===== config.mk =====
export PLATFORM = sky130hd
export DESIGN_NAME = bmp_pixel_stream_decoder_core_flat
export DESIGN_NICKNAME = d
export VERILOG_FILES = /design/src/bpd_pkg.sv /design/src/bpd_req_if.sv /design/src/bpd_rsp_if.sv /design/src/bmp_pixel_stream_decoder_core.sv /design/src/bpd_parser.sv /design/src/flat_wrapper.sv
export SDC_FILE = /design/constraint.sdc
export NUM_CORES = 1
export LEC_CHECK = 0
export ABC_AREA = 0
export BUFFER_PORTS_ARGS = -buffer_cell sky130_fd_sc_hd__buf_2
export CORE_MARGIN = 8
export CORE_UTILIZATION = 62
export CTS_CLUSTER_SIZE = 16
export DETAILED_ROUTE_END_ITERATION = 8
export GPL_TIMING_DRIVEN = 0
export PLACE_DENSITY_LB_ADDON = 0.05
export SLEW_MARGIN = 30
export SYNTH_ARGS = -nofsm -noshare
export SYNTH_HDL_FRONTEND = slang
export SYNTH_SLANG_ARGS = --single-unit

===== constraint.sdc =====
create_clock -name clock -period 6.75 [get_ports clock]
set_input_delay 0.675 -clock clock [delete_from_list [all_inputs] [get_ports clock]]
set_output_delay 0.675 -clock clock [all_outputs]
set_load 0.02 [all_outputs]

===== src/bpd_pkg.sv =====
package bpd_pkg;

   // Default for the largest accepted image dimension.
   localparam int unsigned MAX_DIM_DEFAULT = 4096;

   // File signature and supported pixel depths.
   localparam logic [7:0]  MAGIC_B      = 8'h42;
   localparam logic [7:0]  MAGIC_M      = 8'h4D;
   localparam logic [15:0] DEPTH_24     = 16'd24;
   localparam logic [15:0] DEPTH_32     = 16'd32;
   localparam logic [7:0]  ALPHA_OPAQUE = 8'hFF;

   // Header byte positions (little-endian fields, last byte of each).
   localparam logic [31:0] FILE_HDR_BYTES = 32'd14;
   localparam logic [31:0] POS_MAGIC_0    = 32'd0;
   localparam logic [31:0] POS_MAGIC_1    = 32'd1;
   localparam logic [31:0] POS_OFFSET_END = FILE_HDR_BYTES - 32'd1;
   localparam logic [31:0] POS_WIDTH_END  = FILE_HDR_BYTES + 32'd7;
   localparam logic [31:0] POS_HEIGHT_END = FILE_HDR_BYTES + 32'd11;
   localparam logic [31:0] POS_DEPTH_END  = FILE_HDR_BYTES + 32'd15;
   localparam logic [31:0] HDR_END        = 32'd54;

   // Result status codes.
   typedef enum logic [1:0] {
      STATUS_PIXEL     = 2'd0,
      STATUS_BAD_MAGIC = 2'd1,
      STATUS_BAD_DEPTH = 2'd2,
      STATUS_BAD_SIZE  = 2'd3
   } status_type;

   // One input beat as seen by the parser.
   typedef struct packed {
      logic [7:0] data_byte;
      logic       start_req;
   } bpd_item_type;

   // One parser result; hit marks that the beat produced a result.
   typedef struct packed {
      logic       hit;
      logic [7:0] red;
      logic [7:0] green;
      logic [7:0] blue;
      logic [7:0] alpha;
      logic [11:0] col;
      logic [11:0] row;
      status_type status;
      logic       last;
   } bpd_result_type;

endpackage


===== src/bpd_req_if.sv =====
interface bpd_req_if;
   logic       valid;
   logic       ready;
   logic [7:0] data_byte;
   logic       start_req;

   modport source (output valid, output data_byte, output start_req, input ready);
   modport sink   (input valid, input data_byte, input start_req, output ready);
endinterface


===== src/bpd_rsp_if.sv =====
interface bpd_rsp_if;
   logic        valid;
   logic        ready;
   logic [7:0]  red;
   logic [7:0]  green;
   logic [7:0]  blue;
   logic [7:0]  alpha;
   logic [11:0] col;
   logic [11:0] row;
   logic [1:0]  status;
   logic        last;

   modport source (output valid, output red, output green, output blue, output alpha,
                   output col, output row, output status, output last, input ready);
   modport sink   (input valid, input red, input green, input blue, input alpha,
                   input col, input row, input status, input last, output ready);
endinterface


===== src/bmp_pixel_stream_decoder_core.sv =====
// Streaming decoder for uncompressed 24-bit and 32-bit BMP files. Feed the file one byte per
// beat on req, with start_req set on the first byte; each pixel comes out on rsp as RGBA
// (alpha 255 for 24-bit data) in file order with its column and its row counted from the
// top. Header problems (bad signature, depth other than 24/32, size zero or above MAX_DIM,
// negative width, pixel offset below 54) give a single result with a nonzero status and last
// set, after which bytes are dropped until the next start. The block takes one byte every
// cycle: each byte passes an input register, one level of parser logic and an output
// register, and rsp back-pressure stalls the input only once both registers are full.
module bmp_pixel_stream_decoder_core import bpd_pkg::*; #(
   parameter int unsigned MAX_DIM = MAX_DIM_DEFAULT
) (
   input  logic      clock,
   input  logic      reset,
   bpd_req_if.sink   req,
   bpd_rsp_if.source rsp
);

   logic           in_valid_ff, in_valid_in;
   bpd_item_type   in_item_ff;
   logic           out_valid_ff, out_valid_in;
   bpd_result_type out_data_ff;
   bpd_result_type result;
   logic           out_free;
   logic           advance;
   logic           req_beat;

   // Handshake: the input register moves on when the output register can take a result.
   assign out_free    = !out_valid_ff || rsp.ready;
   assign advance     = in_valid_ff && out_free;
   assign req.ready   = !in_valid_ff || advance;
   assign req_beat    = req.valid && req.ready;
   assign in_valid_in = req_beat || (in_valid_ff && !advance);
   assign out_valid_in = advance && result.hit;

   // Input register.
   always_ff @(posedge clock) begin
      if (reset) begin
         in_valid_ff <= 1'b0;
      end else begin
         in_valid_ff <= in_valid_in;
      end
   end

   always_ff @(posedge clock) begin
      if (req_beat) begin
         in_item_ff.data_byte <= req.data_byte;
         in_item_ff.start_req <= req.start_req;
      end
   end

   bpd_parser #(
      .MAX_DIM (MAX_DIM)
   ) u_parser (
      .clock  (clock),
      .reset  (reset),
      .fire   (advance),
      .item   (in_item_ff),
      .result (result)
   );

   // Output register.
   always_ff @(posedge clock) begin
      if (reset) begin
         out_valid_ff <= 1'b0;
      end else if (out_free) begin
         out_valid_ff <= out_valid_in;
      end
   end

   always_ff @(posedge clock) begin
      if (out_free) begin
         out_data_ff <= result;
      end
   end

   assign rsp.valid  = out_valid_ff;
   assign rsp.red    = out_data_ff.red;
   assign rsp.green  = out_data_ff.green;
   assign rsp.blue   = out_data_ff.blue;
   assign rsp.alpha  = out_data_ff.alpha;
   assign rsp.col    = out_data_ff.col;
   assign rsp.row    = out_data_ff.row;
   assign rsp.status = out_data_ff.status;
   assign rsp.last   = out_data_ff.last;

endmodule


===== src/bpd_parser.sv =====
module bpd_parser import bpd_pkg::*; #(
   parameter int unsigned MAX_DIM = MAX_DIM_DEFAULT
) (
   input  logic           clock,
   input  logic           reset,
   input  logic           fire,
   input  bpd_item_type   item,
   output bpd_result_type result
);

   localparam int unsigned DIM_W = $clog2(MAX_DIM + 1);
   localparam logic [31:0] MAX_DIM32 = 32'(MAX_DIM);

   typedef enum logic [5:0] {
      PH_IDLE   = 6'b000001,
      PH_HEADER = 6'b000010,
      PH_SKIP   = 6'b000100,
      PH_PIXELS = 6'b001000,
      PH_PAD    = 6'b010000,
      PH_DONE   = 6'b100000
   } phase_type;

   phase_type        phase_ff, phase_in;
   logic [31:0]      pos_ff, pos_in;
   logic [31:0]      shift_ff, shift_in;
   logic [31:0]      offset_ff, offset_in;
   logic [DIM_W-1:0] width_ff, width_in;
   logic             width_bad_ff, width_bad_in;
   logic [DIM_W-1:0] height_ff, height_in;
   logic             height_bad_ff, height_bad_in;
   logic             bottom_up_ff, bottom_up_in;
   logic             four_byte_ff, four_byte_in;
   logic [DIM_W-1:0] col_ff, col_in;
   logic [DIM_W-1:0] row_ff, row_in;
   logic [1:0]       bip_ff, bip_in;
   logic [1:0]       pad_ff, pad_in;
   logic [23:0]      hold_ff, hold_in;

   // Values after an optional restart, as seen by this beat.
   phase_type        cur_phase;
   logic [31:0]      cur_pos;
   logic [31:0]      shift_src;
   logic [31:0]      shift_new;
   logic [31:0]      pos_plus;
   logic [31:0]      h_mag;
   logic [15:0]      depth;
   logic [DIM_W-1:0] col_plus;
   logic [DIM_W-1:0] row_plus;
   logic [DIM_W-1:0] dest_row;
   logic [DIM_W+1:0] width_ext;
   logic [DIM_W+11:0] col_ext;
   logic [DIM_W+11:0] row_ext;
   logic [1:0]       last_byte;
   logic [1:0]       row_pad;
   logic             pix_last;
   logic [7:0]       b;
   bpd_result_type   res;

   assign b         = item.data_byte;
   assign cur_phase = item.start_req ? PH_HEADER : phase_ff;
   assign cur_pos   = item.start_req ? '0 : pos_ff;
   assign shift_src = item.start_req ? '0 : shift_ff;
   assign shift_new = {b, shift_src[31:8]};
   assign pos_plus  = cur_pos + 32'd1;
   assign h_mag     = shift_new[31] ? (32'd0 - shift_new) : shift_new;
   assign depth     = shift_new[31:16];
   assign col_plus  = col_ff + 1'b1;
   assign row_plus  = row_ff + 1'b1;
   assign dest_row  = bottom_up_ff ? (height_ff - 1'b1 - row_ff) : row_ff;
   assign width_ext = {2'b00, width_ff};
   assign col_ext   = {12'd0, col_ff};
   assign row_ext   = {12'd0, dest_row};
   assign last_byte = four_byte_ff ? 2'd3 : 2'd2;
   // Rows of 3-byte pixels pad by width mod 4; 4-byte rows never pad.
   assign row_pad   = four_byte_ff ? 2'd0 : width_ext[1:0];
   assign pix_last  = (col_plus == width_ff) && (row_plus == height_ff);

   // Next state and result for the beat at the parser input.
   always_comb begin
      phase_in      = phase_ff;
      pos_in        = pos_ff;
      shift_in      = shift_ff;
      offset_in     = offset_ff;
      width_in      = width_ff;
      width_bad_in  = width_bad_ff;
      height_in     = height_ff;
      height_bad_in = height_bad_ff;
      bottom_up_in  = bottom_up_ff;
      four_byte_in  = four_byte_ff;
      col_in        = col_ff;
      row_in        = row_ff;
      bip_in        = bip_ff;
      pad_in        = pad_ff;
      hold_in       = hold_ff;
      res           = '0;
      res.status    = STATUS_PIXEL;

      // A start beat abandons any file in progress.
      if (item.start_req) begin
         phase_in = PH_HEADER;
         pos_in   = '0;
         col_in   = '0;
         row_in   = '0;
         bip_in   = '0;
         pad_in   = '0;
      end

      unique case (cur_phase)
         PH_HEADER: begin
            shift_in = shift_new;
            priority if ((cur_pos == POS_MAGIC_0 && b != MAGIC_B) ||
                         (cur_pos == POS_MAGIC_1 && b != MAGIC_M)) begin
               res.hit    = 1'b1;
               res.status = STATUS_BAD_MAGIC;
               res.last   = 1'b1;
               phase_in   = PH_DONE;
            end else if (cur_pos == POS_DEPTH_END &&
                         depth != DEPTH_24 && depth != DEPTH_32) begin
               res.hit    = 1'b1;
               res.status = STATUS_BAD_DEPTH;
               res.last   = 1'b1;
               phase_in   = PH_DONE;
            end else if (cur_pos == POS_DEPTH_END &&
                         (width_bad_ff || height_bad_ff || offset_ff < HDR_END)) begin
               res.hit    = 1'b1;
               res.status = STATUS_BAD_SIZE;
               res.last   = 1'b1;
               phase_in   = PH_DONE;
            end else begin
               // Capture header fields as their last byte arrives.
               if (cur_pos == POS_OFFSET_END) begin
                  offset_in = shift_new;
               end
               if (cur_pos == POS_WIDTH_END) begin
                  width_in     = shift_new[DIM_W-1:0];
                  width_bad_in = (shift_new == 32'd0) || shift_new[31] ||
                                 (shift_new > MAX_DIM32);
               end
               if (cur_pos == POS_HEIGHT_END) begin
                  height_in     = h_mag[DIM_W-1:0];
                  height_bad_in = (h_mag == 32'd0) || (h_mag > MAX_DIM32);
                  bottom_up_in  = !shift_new[31];
               end
               if (cur_pos == POS_DEPTH_END) begin
                  four_byte_in = (depth == DEPTH_32);
               end
               pos_in = pos_plus;
               if (pos_plus == HDR_END) begin
                  phase_in = (offset_ff == HDR_END) ? PH_PIXELS : PH_SKIP;
               end
            end
         end

         PH_SKIP: begin
            pos_in = pos_plus;
            if (pos_plus == offset_ff) begin
               phase_in = PH_PIXELS;
            end
         end

         PH_PIXELS: begin
            if (bip_ff != last_byte) begin
               // Collect blue, green and, for 32-bit pixels, red bytes of the pixel.
               unique case (bip_ff)
                  2'd0:    hold_in[7:0]   = b;
                  2'd1:    hold_in[15:8]  = b;
                  default: hold_in[23:16] = b;
               endcase
               bip_in = bip_ff + 2'd1;
            end else begin
               bip_in     = '0;
               res.hit    = 1'b1;
               res.blue   = hold_ff[7:0];
               res.green  = hold_ff[15:8];
               res.red    = four_byte_ff ? hold_ff[23:16] : b;
               res.alpha  = four_byte_ff ? b : ALPHA_OPAQUE;
               res.col    = col_ext[11:0];
               res.row    = row_ext[11:0];
               res.status = STATUS_PIXEL;
               res.last   = pix_last;
               if (pix_last) begin
                  phase_in = PH_DONE;
               end else if (col_plus == width_ff) begin
                  if (row_pad == 2'd0) begin
                     col_in = '0;
                     row_in = row_plus;
                  end else begin
                     col_in   = col_plus;
                     pad_in   = row_pad;
                     phase_in = PH_PAD;
                  end
               end else begin
                  col_in = col_plus;
               end
            end
         end

         PH_PAD: begin
            pad_in = pad_ff - 2'd1;
            if (pad_ff == 2'd1) begin
               col_in   = '0;
               row_in   = row_plus;
               phase_in = PH_PIXELS;
            end
         end

         default: begin
         end
      endcase

      res.hit = res.hit && fire;
   end

   assign result = res;

   // Parser state registers advance once per accepted beat.
   always_ff @(posedge clock) begin
      if (reset) begin
         phase_ff <= PH_IDLE;
         pos_ff   <= '0;
         col_ff   <= '0;
         row_ff   <= '0;
         bip_ff   <= '0;
         pad_ff   <= '0;
      end else if (fire) begin
         phase_ff <= phase_in;
         pos_ff   <= pos_in;
         col_ff   <= col_in;
         row_ff   <= row_in;
         bip_ff   <= bip_in;
         pad_ff   <= pad_in;
      end
   end

   always_ff @(posedge clock) begin
      if (fire) begin
         shift_ff      <= shift_in;
         offset_ff     <= offset_in;
         width_ff      <= width_in;
         width_bad_ff  <= width_bad_in;
         height_ff     <= height_in;
         height_bad_ff <= height_bad_in;
         bottom_up_ff  <= bottom_up_in;
         four_byte_ff  <= four_byte_in;
         hold_ff       <= hold_in;
      end
   end

`ifndef SYNTHESIS
   // The final pixel or an error always leaves the parser finished.
   assert property (@(posedge clock) disable iff (reset)
      result.hit && result.last |=> phase_ff == PH_DONE)
      else $error("parser not finished after last result");

   // A fourth byte position is only used for 32-bit pixels.
   assert property (@(posedge clock) disable iff (reset)
      bip_ff == 2'd3 |-> four_byte_ff)
      else $error("fourth pixel byte in 24-bit mode");

   // While collecting pixels the column stays inside the row.
   assert property (@(posedge clock) disable iff (reset)
      phase_ff == PH_PIXELS |-> col_ff < width_ff)
      else $error("column outside image width");

   // Padding is only skipped while bytes remain to skip.
   assert property (@(posedge clock) disable iff (reset)
      phase_ff == PH_PAD |-> pad_ff != 2'd0)
      else $error("padding phase with nothing to skip");
`endif

endmodule

===== src/flat_wrapper.sv =====
// flat-port wrapper written by rule: the top's interface ports become plain ports
module bmp_pixel_stream_decoder_core_flat import bpd_pkg::*;
#(
   parameter int unsigned MAX_DIM = MAX_DIM_DEFAULT
)
  (clock, reset, req_valid, req_data_byte, req_start_req, req_ready, rsp_valid, rsp_red, rsp_green, rsp_blue, rsp_alpha, rsp_col, rsp_row, rsp_status, rsp_last, rsp_ready);
  bpd_req_if req_i ();
  bpd_rsp_if rsp_i ();
  input  logic clock;
  input  logic reset;
  input wire logic [$bits(req_i.valid)-1:0] req_valid;
  input wire logic [$bits(req_i.data_byte)-1:0] req_data_byte;
  input wire logic [$bits(req_i.start_req)-1:0] req_start_req;
  output wire logic [$bits(req_i.ready)-1:0] req_ready;
  output wire logic [$bits(rsp_i.valid)-1:0] rsp_valid;
  output wire logic [$bits(rsp_i.red)-1:0] rsp_red;
  output wire logic [$bits(rsp_i.green)-1:0] rsp_green;
  output wire logic [$bits(rsp_i.blue)-1:0] rsp_blue;
  output wire logic [$bits(rsp_i.alpha)-1:0] rsp_alpha;
  output wire logic [$bits(rsp_i.col)-1:0] rsp_col;
  output wire logic [$bits(rsp_i.row)-1:0] rsp_row;
  output wire logic [$bits(rsp_i.status)-1:0] rsp_status;
  output wire logic [$bits(rsp_i.last)-1:0] rsp_last;
  input wire logic [$bits(rsp_i.ready)-1:0] rsp_ready;
  assign req_i.valid = req_valid;
  assign req_i.data_byte = req_data_byte;
  assign req_i.start_req = req_start_req;
  assign req_ready = req_i.ready;
  assign rsp_valid = rsp_i.valid;
  assign rsp_red = rsp_i.red;
  assign rsp_green = rsp_i.green;
  assign rsp_blue = rsp_i.blue;
  assign rsp_alpha = rsp_i.alpha;
  assign rsp_col = rsp_i.col;
  assign rsp_row = rsp_i.row;
  assign rsp_status = rsp_i.status;
  assign rsp_last = rsp_i.last;
  assign rsp_i.ready = rsp_ready;
  bmp_pixel_stream_decoder_core #(.MAX_DIM(MAX_DIM)) u_core (.clock(clock), .reset(reset), .req(req_i), .rsp(rsp_i));
endmodule

==> metrics.yaml, run 1 <==
outcome:
  outcome: "complete, no violations"
yosys:
  synth_seq_cells: 248
  synth_nets: 1639
  async_flop_share: 0
  yosysSeqAreaShare: 0.455
  netlist_area_um2: 14800
  ys.flop_type: "edfxtp_1"
  synth.distinct_cells: 87
  synthCells: 1604
  yosys_warnings: 0
  avgSynthCellArea_um2: 9.24
  synth_edf_count: 178
cells_and_area:
  final_common_cell: "edfxtp_1"
  seqCellArea_um2: 6750
  nFillCells: 1763
  area_growth_pct: 12.7
  final_area_um2: 16700
  multi_input_area_um2: 7540
  layout-drive-gt1-share: 0.114
  nets: 1746
  final_cell_mix: "178 x edfxtp_1, 157 x nor2_1, 121 x nand2_1"
routing:
  vias_per_cell: 6.72
  drc_errors: 0
  ant_nets: 0
  drt-pass1-iter-count: 6
  drt_iter0_drc: 2038
  avgRoutedWirePerCell_um: 23.7
  wirelength_mm: 48.7
  dr_total_vias: 13800
clocking:
  cts.sinks: 248
  cts_buffer_depth: 3
  clk_latency_ns: 0.56
  htreeDepth: 1
  cts_root_buffer: "clkbuf_16"
  clkTransAtPathRegs_ns: 0.06
  cts_made_buffers: 27
  cts_tree: "done"
grt:
  grt_pass1_vias: 13000
  grt_first_pass_wirelength_mm: 74.7
  grt_max_degree: 50
  grt_remaining_overflow: 0
  antenna_found_initial: 1
  track_usage: 0.331
place:
  placed_cell_area_um2: 15700
  hpwl_mm: 35.3
  portBuffers: 73
  gp_congestion: 1.01
  place_ws_ns: -1.87
sta:
  rsz0062_at_grt: "false"
  fin_crit_sh: 0.978
  slew-limit-headroom: 0.380
  timing.hold.ws_ns: 0.290
  period_needed_ns: 6.60
  skew_ns: 0.0142
  worst-slew-pin-transition_ns: 0.921
  slew_violations: 0
  fin_setup_tns_ns: 0
  fmax_ghz: 0.152
  finalSetupViolations: 0
  setup_ws_ns: 0.151
  finalHoldViolations: 0
floorplanning:
  die_y_um: 171
  start_util: 0.632
  die_area_um2: 29100
  die_x_um: 171
  coreArea_um2: 23500
  ios: 74
  num_rows: 56
setup_path:
  crit_type: "reg -> reg"
  worst_setup_path_end_kind: "flip-flop"
  critPathMaxFanout: 19
  start_kind: "flip-flop"
  cp.arrival_ns: 7.01
  required_ns: 7.16
pwr:
  p_per_area_nw_per_um2: 205
  vdd_ir_drop_max_mv: 0.302
  p_leak_nw: 5.93
flow_run:
  cap_violations: 0
hold_path:
  worstHoldPathType: "in -> reg"
## critical path, stage by stage (launching register included)
cell	delay (ns)
edfxtp_1	0.52
buf_6	0.21
buf_2	0.29
clkbuf_4	0.36
buf_4	0.33
clkbuf_2	0.36
clkbuf_2	0.38
clkbuf_4	0.36
buf_2	0.37
nor2b_1	0.17
ha_2	0.28
and3_1	0.23
xnor2_1	0.33
a21oi_1	0.18
nor3_2	0.29
o221ai_1	0.17
or4b_1	0.56
nor4_4	0.44
nor2_1	0.10
o21bai_1	0.19
o31ai_1	0.23
a21oi_1	0.09
## sequential cells by signal, summed over array words and instances, names as in the netlist, 9 cells and up
register	count
u_core.u_parser.width_ff	13
u_core.u_parser.shift_ff	24
u_core.u_parser.offset_ff	32
u_core.u_parser.col_ff	13
u_core.rsp.col	12
u_core.u_parser.hold_ff	24
u_core.u_parser.height_ff	13
u_core.u_parser.pos_ff	32
u_core.rsp.row	12
u_core.u_parser.row_ff	13
u_core.in_item_ff	9
## where the power goes
group / internal (mW) / total (mW) / switching, mW / leakage [nW]
clock: 0.905 / 1.55 / 0.646 / 0.450
sequential: 1.65 / 1.67 / 0.0218 / 2.36
combinational: 0.0542 / 0.208 / 0.154 / 3.13
total: 2.61 / 3.43 / 0.821 / 5.93
## logic make-up (layout without fill, tap and decap cells)
group | count (synthesis) | in the layout | synth area share
multiplexers | 25 | 25 | 0.0170
flip-flops | 248 | 248 | 0.455
other | 0 | 1 | 0
XOR/XNOR | 106 | 106 | 0.0645
adder cells (fa/ha/maj) | 23 | 23 | 0.0198
AO/OA/AOI/OAI | 367 | 367 | 0.156
buffers and inverters | 153 | 281 | 0.0416
AND/OR/NAND/NOR | 682 | 682 | 0.246
## repair_timing
action                                  CTS  global route
setup buffers                             0             1
resized for setup                         9             5
endpoints found under the setup margin   95             3
pin swaps                                 0             1
hold buffers                              0             0
## synth_stat cells (28+ instances only)
master | instances | area (um^2)
edfxtp_1 | 178 | 5350
nor2_1 | 159 | 597
nand2_1 | 121 | 454
o21ai_0 | 106 | 531
a21oi_1 | 100 | 500
xnor2_1 | 76 | 666
clkbuf_1 | 71 | 267
dfxtp_1 | 70 | 1400
nor3_1 | 63 | 315
nand3_1 | 47 | 235
nor2b_1 | 47 | 294
nor4_1 | 44 | 275
inv_1 | 43 | 161
and2_1 | 42 | 263
nand4_1 | 37 | 231
xor2_1 | 28 | 245
## worst paths after layout
| kind | from | end | slack, ns | depth (start not counted) |
|---|---|---|---|---|
| setup reg to reg | u_core.in_item_ff[0] | u_core.u_parser.phase_ff[2] | 0.15 | 21 |
| setup / recovery | u_core.in_item_ff[0] | u_core.u_parser.phase_ff[2] | 0.15 | 21 |
| hold reg to reg | u_core.u_parser.hold_ff[3] | u_core.rsp.blue[3] | 0.51 | 1 |
| hold / removal | req_data_byte[5] | u_core.in_item_ff[6] | 0.29 | 1 |
## cell type report
cell class                      count  area share
Antenna cell                        1    0.000150
Buffer                            107      0.0273
Clock buffer                       32      0.0422
Clock inverter                     18      0.0129
Inverter                           44      0.0100
Multi-Input combinational cell   1203       0.451
Sequential cell                   248       0.404
Tap cell                          319      0.0239
Timing Repair Buffer               80      0.0285
## metal layers
layer  vias to the layer above  wire, um  track usage
met5                         -        13            0
met3                       189      5380       0.0602
met4                         2      2130        0.147
met1                      6522     18800        0.430
met2                       927     22400        0.533
li1                       6155         -            -
## through the flow
| stage | instances | util | power, mW |
|---|---|---|---|
| floorplan | 1604 | - | 1.81 |
| global placement | 1996 | 0.664 | 1.89 |
| detailed placement | 2002 | 0.670 | 1.90 |
| CTS | 2051 | 0.711 | 3.42 |
| global route | 2051 | 0.712 | 3.50 |
| finish | 2052 | 0.712 | 3.43 |
Power figures use the tool's default switching activity.
==> inputs of run 2 (changes only) <==
Settings changed: ABC_AREA 0 to 1, CORE_MARGIN 8 to not set, CORE_UTILIZATION 62 to 63, RECOVER_POWER set to 25.
==> run 2 against run 1 <==
Against the previous run:
- the flow now finishes with violations (max-capacitance violations, max-slew violations)
- clock power is essentially flat
- critical path type unchanged
- sequential share of layout area shrank 1.6 points
- worst hold slack gained 0.014 ns
- core utilization grew 0.36 points
- largest power group unchanged
- area after synthesis grew 5.5%
- fmax grew 29%
- final area grew 4.1%
- die area shrank 13%
- critical path depth grew 1
==> metrics.yaml, run 2 <==
hold_path:
  min_from: "req_data_byte[0]"
  worstHoldPathType: "in -> reg"
  hold_end: "u_core.in_item_ff[1]"
  hold_depth: 1  # unchanged
sta:
  fin_crit_sh: 0.756  # -0.222
  worst-slew-pin-transition_ns: 1.94  # +1.02 ns
  period_needed_ns: 5.10  # -1.50 ns
  fmax_ghz: 0.196  # +29%
  slew_violations: 34  # +34
  finalHoldViolations: 0  # unchanged
  slew-limit-headroom: -0.296  # -0.676
  finalSetupViolations: 0  # unchanged
  setup_ws_ns: 1.65  # +1.50 ns
  skew_ns: 0.0187  # +0.00452 ns
  rsz0062_at_grt: "false"
  timing.hold.ws_ns: 0.304  # +0.0141 ns
cells_and_area:
  top_regs: "u_core.u_parser.offset_ff (32), u_core.u_parser.pos_ff (32)"
  area_growth_pct: 11.3
  layout-drive-gt1-share: 0.107  # -0.00631
  num_antenna_cells: 0  # -1
  nFillCells: 1959  # +11%
  nets: 2249  # +29%
  final_common_cell: "nand2_1"
  final_area_um2: 17400  # +4.1%
  final_cell_mix: "489 x nand2_1, 295 x nor2_1, 282 x inv_1"
routing:
  dr_total_vias: 15700  # +14%
  wirelength_mm: 52.5  # +7.7%
  drc_errors: 0  # unchanged
  vias_per_cell: 6.15  # -8.5%
  avgRoutedWirePerCell_um: 20.5  # -14%
  drt-pass1-iter-count: 9  # +3
  ant_nets: 0  # unchanged
  drt_iter0_drc: 2359  # +16%
pwr:
  vdd_ir_drop_max_mv: 0.236  # -22%
  p_per_area_nw_per_um2: 208  # +1.3%
  p_leak_nw: 7.69  # +30%
setup_path:
  r2r-start: "u_core.in_item_ff[0]"
  cp.arrival_ns: 5.50  # -1.51 ns
  max_stage_delay_ns: 0.70  # +0.14 ns
  start_kind: "flip-flop"
  crit_type: "reg -> reg"
  cpMaxStageDelayCell: "clkbuf_1"
  r2r-end: "u_core.u_parser.phase_ff[1]"
  worst_setup_path_end_kind: "flip-flop"
  rr_worst_depth: 22  # +4.8%
  required_ns: 7.15  # about the same
  r2r_slack_ns: 1.65  # +1.50 ns
  critPathMaxFanout: 10  # -9
  path_cells: "clkbuf_1, clkinvlp_2, buf_6, buf_6, buf_2, nand2_1, inv_1, ha_1, inv_1, nor2_4, nand2_1, inv_1, nand3_1, nand2_1, nor2_1, nand4_1, nor3_1, nand2_1, nand2_1, o21ai_1, nand2_1, a21oi_1"
  cp_common_cell: "nand2_1"
clocking:
  cts_setup_buffers: 0  # unchanged
  clk_latency_ns: 0.55  # about the same
  cts_resized: 0  # -9
  cts_made_buffers: 27  # unchanged
  cts_root_buffer: "clkbuf_16"
  htreeDepth: 1  # unchanged
  cts_hold_buf: 0  # unchanged
  cts_buffer_depth: 3  # unchanged
  clkTransAtPathRegs_ns: 0.06  # about the same
  cts.sinks: 248  # unchanged
  cts_tree: "done"
grt:
  track_usage: 0.410  # +0.0791
  grt_max_degree: 34  # -32%
  grt_pass1_vias: 14900  # +15%
  grt_remaining_overflow: 0  # unchanged
  antenna_found_initial: 0  # -1
  grt_first_pass_wirelength_mm: 80.6  # +8.0%
yosys:
  synth_mux_area_frac: 0  # -0.0170
  synth.distinct_cells: 54  # -38%
  yosys.area_share.adder: 0.0181  # -0.00166
  yosysMostFrequentCell: "nand2_1"
  synth_nets: 2140  # +31%
  avgSynthCellArea_um2: 7.43  # -20%
  netlist_top_cells_count: "487 x nand2_1, 297 x nor2_1, 282 x inv_1, 178 x edfxtp_1, 173 x nand3_1"
  synth_top_cell_by_area: "edfxtp_1"
  async_flop_share: 0  # unchanged
  ys_top_cells_by_area: "edfxtp_1 34%, nand2_1 12%, dfxtp_1 9.0%"
  synth_seq_cells: 248  # unchanged
  yosys.area_share.simple: 0.319  # +0.0731
  synth_edf_count: 178  # unchanged
  synth_top_cell_area_share: 0.342  # -0.0187
  yosysSeqAreaShare: 0.432  # -0.0236
  synth_compound_area_frac: 0.114  # -0.0415
  synthCells: 2105  # +31%
  yosys_warnings: 0  # unchanged
  synth_top_family_by_area: "simple AND/OR/NAND/NOR gates"
  synth-xor-area-share: 0.0221  # -0.0424
  ys.flop_type: "edfxtp_1"
  netlist_area_um2: 15600  # +5.5%
place:
  hpwl_mm: 39.1  # +11%
  place_ws_ns: 2.63  # +4.50 ns
  placed_cell_area_um2: 16500  # +5.1%
  gp_congestion: 1.02  # +1.2%
  portBuffers: 72  # -1.4%
outcome:
  outcome: "finished, violations left"
  violations: "max-capacitance violations, max-slew violations"
floorplanning:
  num_rows: 57  # +1.8%
  ios: 74  # unchanged
  start_util: 0.643  # +0.0113
  die_x_um: 160  # -6.5%
  coreArea_um2: 24300  # +3.6%
  die_area_um2: 25400  # -13%
  die_y_um: 160  # -6.5%
flow_run:
  cap_violations: 1  # +1
==> run 2: area by class of cell <==
class,instances,area (um^2),area share
repair buffers,80,444,0.0255
multi-input cells,1497,7440,0.427
clock buffers,36,749,0.0431
flip-flops and latches,248,6750,0.388
inverters,298,1120,0.0644
clock inverters,13,164,0.00942
plain buffers,62,335,0.0193
well taps,324,405,0.0233
==> run 2: worst max-delay path by stage <==
stage / endpoint / slack [ns] / start / cells past startpoint
CTS: u_core.u_parser.phase_ff[3] / 2.61 / u_core.in_item_ff[0] / 25
floorplan: u_core.u_parser.bottom_up_ff / 0.83 / rsp_ready / 6
finish: u_core.u_parser.phase_ff[1] / 1.65 / u_core.in_item_ff[0] / 22
detailed placement: u_core.u_parser.phase_ff[3] / 2.63 / u_core.in_item_ff[0] / 25
global route: u_core.u_parser.phase_ff[2] / 1.50 / u_core.in_item_ff[0] / 22
global placement: u_core.u_parser.height_ff[10] / -1.54 / rsp_ready / 7
==> run 2: kinds of logic after synthesis <==
| logic type | count (synthesis) |
|---|---|
| buffers and inverters | 360 |
| and+or+nand+nor | 1116 |
| adders and majority gates | 22 |
| AOI/OAI and AO/OA | 322 |
| DFF | 248 |
| xor gates and xnor gates | 37 |
==> run 2: layer usage <==
| metal | vias up | track usage | wire length, um |
|---|---|---|---|
| li1 | 7207 | - | - |
| met1 | 7082 | 0.511 | 19100 |
| met2 | 1138 | 0.657 | 23500 |
| met3 | 299 | 0.0813 | 6010 |
| met4 | 2 | 0.253 | 3760 |
| met5 | - | 0 | 26 |
==> run 2: critical path: cells and delay by family, from the launching register on <==
| family | cells | cell delay, ns |
|---|---|---|
| flip-flops | 1 | 0.32 |
| AND/OR/NAND/NOR | 11 | 1.93 |
| buffers and inverters | 8 | 2.31 |
| adder cells (fa/ha/maj) | 1 | 0.25 |
| AO/OA/AOI/OAI | 2 | 0.13 |
==> run 2: power by group <==
part / leakage [nW] / total [mW] / switching (mW) / internal [mW]
clock: 0.440 / 1.53 / 0.635 / 0.900
sequential: 2.38 / 1.70 / 0.0392 / 1.66
combinational: 4.87 / 0.383 / 0.278 / 0.105
==> run 2: stage by stage <==
| step | utilization | instances | setup TNS, ns | total power [mW] |
|---|---|---|---|---|
| 6_report | 0.715 | 2558 | 0 | 3.61 |
| 5_1_grt | 0.715 | 2558 | 0 | 3.69 |
| 4_1_cts | 0.718 | 2558 | 0 | 3.59 |
| 3_5_place_dp | 0.680 | 2509 | 0 | 2.09 |
| 3_3_place_gp | 0.674 | 2501 | -81.58 | 2.08 |
| 2_1_floorplan | - | 2105 | 0 | 1.97 |
